## src/hdl/lbt_pkg.sv

```systemverilog
// ----------------------------------------------------------------------------
// lbt_pkg: shared definitions of the label backpatch table
// Field widths, result kinds, command codes and the records that travel
// along the row of table cells.
// ----------------------------------------------------------------------------
package lbt_pkg;

    // default sizes
    localparam int MAX_LABELS = 128;
    localparam int MAX_FIXUPS = 8;
    // code space size; a power of two, so the position reduction is a mask
    localparam int CODE_BYTES = 4096;

    // field widths
    localparam int KEY_W  = 64;
    localparam int POS_W  = 12;
    localparam int KIND_W = 2;

    // result kinds
    localparam logic [KIND_W-1:0] KIND_PATCH      = 2'd0;
    localparam logic [KIND_W-1:0] KIND_RECORDED   = 2'd1;
    localparam logic [KIND_W-1:0] KIND_TABLE_FULL = 2'd2;
    localparam logic [KIND_W-1:0] KIND_FIXUP_FULL = 2'd3;

    // input commands
    localparam logic CMD_REFERENCE = 1'b0;
    localparam logic CMD_DEFINE    = 1'b1;

    // search record handed from cell to cell (entry index and count travel beside it)
    typedef struct packed {
        logic             found;
        logic             defined;
        logic [POS_W-1:0] pos;
    } probe_t;

    // entry update broadcast to all cells (index and count travel beside it)
    typedef struct packed {
        logic             en;
        logic             defined;
        logic [POS_W-1:0] pos;
        logic [KEY_W-1:0] key;
    } cell_wr_t;

endpackage

```

## src/hdl/lbt_cell.sv

```systemverilog
// ----------------------------------------------------------------------------
// lbt_cell: one entry of the label table
// Holds key, defined flag, position and fixup count of one label, compares
// its key against the query and passes the search record to its neighbor.
// ----------------------------------------------------------------------------
module lbt_cell #(
    parameter int MAX_LABELS = lbt_pkg::MAX_LABELS,
    parameter int MAX_FIXUPS = lbt_pkg::MAX_FIXUPS,
    parameter int CELL_ID    = 0
) (
    input  logic                                aclk,
    // query and table fill
    input  logic [lbt_pkg::KEY_W-1:0]           query_key,
    input  logic [$clog2(MAX_LABELS+1)-1:0]     entry_count,
    // entry update
    input  lbt_pkg::cell_wr_t                   wr,
    input  logic [$clog2(MAX_LABELS)-1:0]       wr_idx,
    input  logic [$clog2(MAX_FIXUPS+1)-1:0]     wr_cnt,
    // search record from the previous cell
    input  lbt_pkg::probe_t                     prb_in,
    input  logic [$clog2(MAX_LABELS)-1:0]       prb_idx_in,
    input  logic [$clog2(MAX_FIXUPS+1)-1:0]     prb_cnt_in,
    // search record to the next cell
    output lbt_pkg::probe_t                     prb_out,
    output logic [$clog2(MAX_LABELS)-1:0]       prb_idx_out,
    output logic [$clog2(MAX_FIXUPS+1)-1:0]     prb_cnt_out
);

    localparam int IW = $clog2(MAX_LABELS);
    localparam int CW = $clog2(MAX_FIXUPS+1);
    localparam int EW = $clog2(MAX_LABELS+1);
    localparam logic [IW-1:0] MY_IDX = IW'(CELL_ID);
    localparam logic [EW-1:0] MY_NUM = EW'(CELL_ID);

    logic [lbt_pkg::KEY_W-1:0] key_reg;
    logic                      def_reg;
    logic [lbt_pkg::POS_W-1:0] pos_reg;
    logic [CW-1:0]             cnt_reg;

    lbt_pkg::probe_t           prb_reg;
    logic [IW-1:0]             prb_idx_reg;
    logic [CW-1:0]             prb_cnt_reg;

    logic in_use;
    logic hit;

    // only entries below the fill count take part in the search
    assign in_use = (MY_NUM < entry_count);
    assign hit    = in_use && (key_reg == query_key) && !prb_in.found;

    // update the entry when addressed
    always_ff @(posedge aclk) begin
        if (wr.en && (wr_idx == MY_IDX)) begin
            key_reg <= wr.key;
            def_reg <= wr.defined;
            pos_reg <= wr.pos;
            cnt_reg <= wr_cnt;
        end
    end

    // pick up this entry on a match, else pass the record along
    always_ff @(posedge aclk) begin
        if (hit) begin
            prb_reg.found   <= 1'b1;
            prb_reg.defined <= def_reg;
            prb_reg.pos     <= pos_reg;
            prb_idx_reg     <= MY_IDX;
            prb_cnt_reg     <= cnt_reg;
        end else begin
            prb_reg         <= prb_in;
            prb_idx_reg     <= prb_idx_in;
            prb_cnt_reg     <= prb_cnt_in;
        end
    end

    assign prb_out     = prb_reg;
    assign prb_idx_out = prb_idx_reg;
    assign prb_cnt_out = prb_cnt_reg;

endmodule

```

## config.mk

```make
export PLATFORM = sky130hd
export DESIGN_NAME = lbt_cell
export DESIGN_NICKNAME = d
export VERILOG_FILES = /design/src/hdl/lbt_pkg.sv /design/src/hdl/lbt_cell.sv
export SDC_FILE = /design/constraint.sdc
export NUM_CORES = 1
export LEC_CHECK = 0
export BUFFER_PORTS_ARGS = -buffer_cell sky130_fd_sc_hd__buf_4
export CAP_MARGIN = 0
export CORE_MARGIN = 1.5
export CORE_UTILIZATION = 46
export CTS_BUF_LIST = sky130_fd_sc_hd__clkbuf_2
export CTS_CLUSTER_DIAMETER = 80
export DETAILED_ROUTE_END_ITERATION = 6
export PLACE_DENSITY_LB_ADDON = 0.3
export SLEW_MARGIN = 0
export SYNTH_ARGS = -nofsm -noshare
export SYNTH_HDL_FRONTEND = slang
export SYNTH_SLANG_ARGS = --single-unit
```

## constraint.sdc

```tcl
create_clock -name aclk -period 3.7 [get_ports aclk]
set_clock_uncertainty 0.05 [all_clocks]
set_input_delay 0.555 -clock aclk [delete_from_list [all_inputs] [get_ports aclk]]
set_output_delay 0.555 -clock aclk [all_outputs]
set_load 0.02 [all_outputs]
```

Word level (Yosys, flattened, before mapping)
Index checks and enable logic that the tools add are counted.
- divide/modulo/power cells: 0
- shift operators: 0
- equality and inequality tests: 1
- add/sub/neg operators: 0
- bitwise logic cells: 0
- order comparisons: 1
- multipliers: 0
- reductions and logical operators: 5
- mux-type cells: 2
- operator list (operator ; number):
    == test 64 bit ; 1
    2-to-1 mux 13 bit ; 1
    < comparator 1 x 8 -> 1 bit (first input constant) ; 1
    logical NOT 7 bit ; 1
    2-to-1 mux 4 bit ; 1
    logical AND 1 bit ; 3
    logical NOT 1 bit ; 1
- bits in latches: 0
- logic and storage cells: 18
- output and inout bits: 25
- ROM bits: 0
- memories kept: 0
- flip-flop bits (word level): 106
- RAM bits: 0

Logic depth before layout (Yosys ltp)
- word-level depth: 4
- depth in mapped cells: 8
- gate-level depth less buffers: 6

Worst setup path after synthesis
Ideal clock, no wire load.
- kind: input-to-reg
- from: input port wr_idx[1]
- to: register cnt_reg[0], enable pin
- cell stages on the path: 2
- arrival: 2.809 ns
- data required time: 3.200 ns
- path slack: 0.391 ns
- library setup time: 0.450 ns
- buffers on the path: 0
- cells stage by stage: nor4_1 and4b_1
- longest elaborated chain between the ends: 2
- RTL lines (what ; line ; RTL):
    start, declared ; lbt_cell.sv:17 ; input logic [$clog2(MAX_LABELS)-1:0] wr_idx,
    logical NOT 7 bit ; lbt_cell.sv:53 ; if (wr.en && (wr_idx == MY_IDX)) begin
    logical AND 1 bit ; lbt_cell.sv:53 ;
    end signal, assigned ; lbt_cell.sv:57 ; cnt_reg <= wr_cnt;
    end, declared ; lbt_cell.sv:38 ; logic [CW-1:0] cnt_reg;
Every way passes these cells.
A chain may end at the register's enable or synchronous reset.

Worst setup path after layout
- from: register key_reg[44] (netlist bit)
- to: register prb_reg, in the netlist prb_out[10]
- longest elaborated chain between the ends: 4
- RTL lines (what ; line ; RTL):
    start, declared ; lbt_cell.sv:35 ; logic [lbt_pkg::KEY_W-1:0] key_reg;
    start signal, assigned ; lbt_cell.sv:54 ; key_reg <= wr.key;
    == test 64 bit ; lbt_cell.sv:49 ; assign hit = in_use && (key_reg == query_key) && !prb_in.found;
    logical AND 1 bit (2 in series) ; lbt_cell.sv:49 ;
    2-to-1 mux 13 bit ; lbt_cell.sv:63 ; if (hit) begin
    end signal, assigned ; lbt_cell.sv:70 ; prb_reg <= prb_in;
    end, declared ; lbt_cell.sv:40 ; lbt_pkg::probe_t prb_reg;
Every way passes these cells.

==> impl_metrics.py <==
metrics = {
    "cts": {
        "clkTransAtPathRegs_ps": 270,
        "clock_path_buffers": 2,
        "htreeDepth": 3,
        "cts_made_buffers": 9,
        "cts_hold_buf": 0,
        "root_buffer": "clkbuf_2",
        "clock_latency_ps": 550,
        "cts_setup_buffers": 0,
        "cts_resized": 0,
        "cts_tree": "built",
        "numClockSinks": 106,
    },
    "synthesis": {
        "netlist_top_cells_area": "edfxtp_1, dfxtp_1, xor2_1",
        "postSynthCellCount": 238,
        "yosysTopAreaCellShare": 0.604,
        "avgSynthCellArea_um2": 16.9,
        "ys_ff_latch": 106,
        "ys_seq_area_frac": 0.729,
        "yosysWarnings": 0,
        "syn-num-nets": 425,
        "syn_area_um2": 4030,
        "yosysTopAreaCell": "edfxtp_1",
        "ys_types": 24,
    },
    "floorplanning": {
        "core_area_um2": 8340,
        "die_area_um2": 9320,
        "die_width_um": 96.5,
        "ios": 212,
        "die_height_um": 96.5,
        "num_rows": 33,
        "initial_core_util": 0.483,
    },
    "job": {
        "maxCapViolCount": 0,
    },
    "final_layout": {
        "largest_register_ffs": 64,
        "area_growth_pct": 45.5,
        "regArea_um2": 2930,
        "finalInstanceArea_um2": 5860,
        "fill_cells": 584,
        "n_antenna_cell": 0,
        "fin_cells": 569,
        "multi_input_area_um2": 1030,
        "layout.nets": 646,
        "layout-drive-gt1-share": 0.534,
    },
    "placement": {
        "gp_congestion": 0.781,
        "dp.cells": 553,
        "place_hpwl_um": 6860,
        "dpl_cell_area_um2": 5740,
        "portBuffers": 211,
        "place_ws_ps": 824,
    },
    "worst_setup_path": {
        "slowest_stage": "or4_1",
        "critPathMaxFanout": 25,
        "critPathKind": "reg -> reg",
        "start_kind": "register",
        "reg2reg_from": "key_reg[44]",
        "cp.arrival_ps": 2980,
        "rr_endpoint": "prb_out[10]",
        "cp-end-kind": "register",
        "r2r_cells": 7,
        "crit_start": "key_reg[44]",
        "crit_chain": "xnor2_1 > nand4_1 > nor4_1 > nand3_1 > or4_1 > buf_4 > mux2_4",
        "r2r_slack_ps": 1140,
        "required_ps": 4120,
        "worst_path_largest_cell_delay_ps": 530,
    },
    "pwr": {
        "ir_drop_mv": 0.200,
        "p_total_w": 0.00208,
        "cellLeakagePower_nw": 2.47,
        "p_per_area_nw_per_um2": 355,
    },
    "min_path": {
        "min_path_type": "in -> reg",
        "hp-start": "wr[72]",
        "holdPathEnd": "pos_reg[8]",
        "hold_depth": 1,
    },
    "detailed_routing": {
        "drt_drc_violations_left": 0,
        "drt-total-wl_um": 8640,
        "avgViaCountPerCell": 4.78,
        "vias": 2721,
        "drtIter0Drc": 58,
        "post_drt_wl_per_cell_um": 15.2,
        "firstDrtPassIters": 4,
        "antenna_left": 0,
    },
    "status": {
        "status": "complete, no violations",
    },
    "sta": {
        "tns_ps": 0,
        "rsz0062_at_grt": "no",
        "finalWorstSetupSlack_ps": 1140,
        "fin_crit_sh": 0.693,
        "max_slew.worst_pin.slew_ps": 547,
        "finalSetupViolCount": 0,
        "period_needed_ps": 2560,
        "slew_headroom": 0.635,
        "timing.fmax_ghz": 0.390,
        "drv_slew": 0,
        "hold_violations": 0,
    },
    "grt": {
        "grt_pass1_wl_um": 12500,
        "antenna_found_initial": 0,
        "overflow": 0,
        "grt_max_degree": 47,
        "grtUsageTotal": 0.187,
        "grt_pass1_vias": 2757,
    },
}
## critical path, delay by kind of cell, from the launching register on
family | cells | cell delay, ps
XOR/XNOR | 1 | 170
buffers and inverters | 1 | 250
flip-flops | 1 | 450
multiplexers | 1 | 330
AND/OR/NAND/NOR | 4 | 1200
## worst max-delay path by stage
stage	endpoint	slack, ps	depth (start not counted)
6_report	prb_out[10]	1140	7
5_1_grt	prb_out[11]	960	7
4_1_cts	prb_out[10]	1080	7
3_5_place_dp	prb_out[0]	820	8
3_3_place_gp	prb_out[8]	890	8
2_1_floorplan	cnt_reg[0]	390	2
## synthesized netlist by cell type
| master | n |
|---|---|
| edfxtp_1 | 81 |
| xor2_1 | 32 |
| dfxtp_1 | 25 |
| xnor2_1 | 20 |
| mux2_4 | 12 |
| nor4_1 | 12 |
| inv_1 | 10 |
| nand4_1 | 8 |
| and2_1 | 7 |
| nand2b_1 | 7 |
| mux2_2 | 5 |
| o22ai_1 | 4 |
| a221oi_1 | 2 |
| buf_6 | 2 |
| o2111ai_1 | 2 |
| a2111oi_2 | 1 |
| a222oi_1 | 1 |
| and4b_1 | 1 |
| buf_4 | 1 |
| nand2_1 | 1 |
| nand3_1 | 1 |
| nor2_1 | 1 |
| nor3_1 | 1 |
| or4_1 | 1 |
## per-layer routing
metal  global-route usage  up-vias  part of all wire
li1                     -     1320                 -
met1                0.191     1239              0.35
met2                0.331      137              0.53
met3               0.0524       25             0.084
met4                0.122        0             0.041
met5                    0        -                 0
## power by group
group / total [W] / leakage (nW) / internal, W / switching (W)
Sequential: 0.00130 / 0.939 / 0.00130 / 0.00000515
Combinational: 0.000248 / 1.46 / 0.000173 / 0.0000751
Clock: 0.000528 / 0.0724 / 0.000161 / 0.000367
## layout by cell type (no fill, tap or decap), types with 8 or more instances in the layout
| cell | count |
|---|---|
| nand4_1 | 8 |
| clkbuf_2 | 10 |
| xor2_1 | 32 |
| nor4_1 | 12 |
| edfxtp_1 | 81 |
| inv_1 | 10 |
| mux2_4 | 12 |
| buf_4 | 212 |
| dfxtp_1 | 25 |
| xnor2_1 | 20 |
## area by class of cell
type,instances,share of cell area
multi-input combinational,119,0.176
sequential,106,0.501
clock inverter,6,0.0113
inverter,10,0.00641
timing repair buffer,213,0.275
clock buffer,10,0.00854
tap,105,0.0224
## metrics by stage
stage               hold slack, ps   util
floorplan                      399      -
global placement               402  0.688
detailed placement             408  0.688
CTS                           46.5  0.702
global route                  23.8  0.702
finish                        96.0  0.702
## cell families (layout without fill, tap and decap cells)
kind of cell | Yosys count | in the layout | synth area share
XOR/XNOR | 52 | 52 | 0.113
AO/OA/AOI/OAI | 10 | 10 | 0.0211
flip-flops | 106 | 106 | 0.729
multiplexers | 17 | 17 | 0.0587
AND/OR/NAND/NOR | 40 | 40 | 0.0615
buffers and inverters | 13 | 239 | 0.0168
Power figures use the tool's default switching activity.
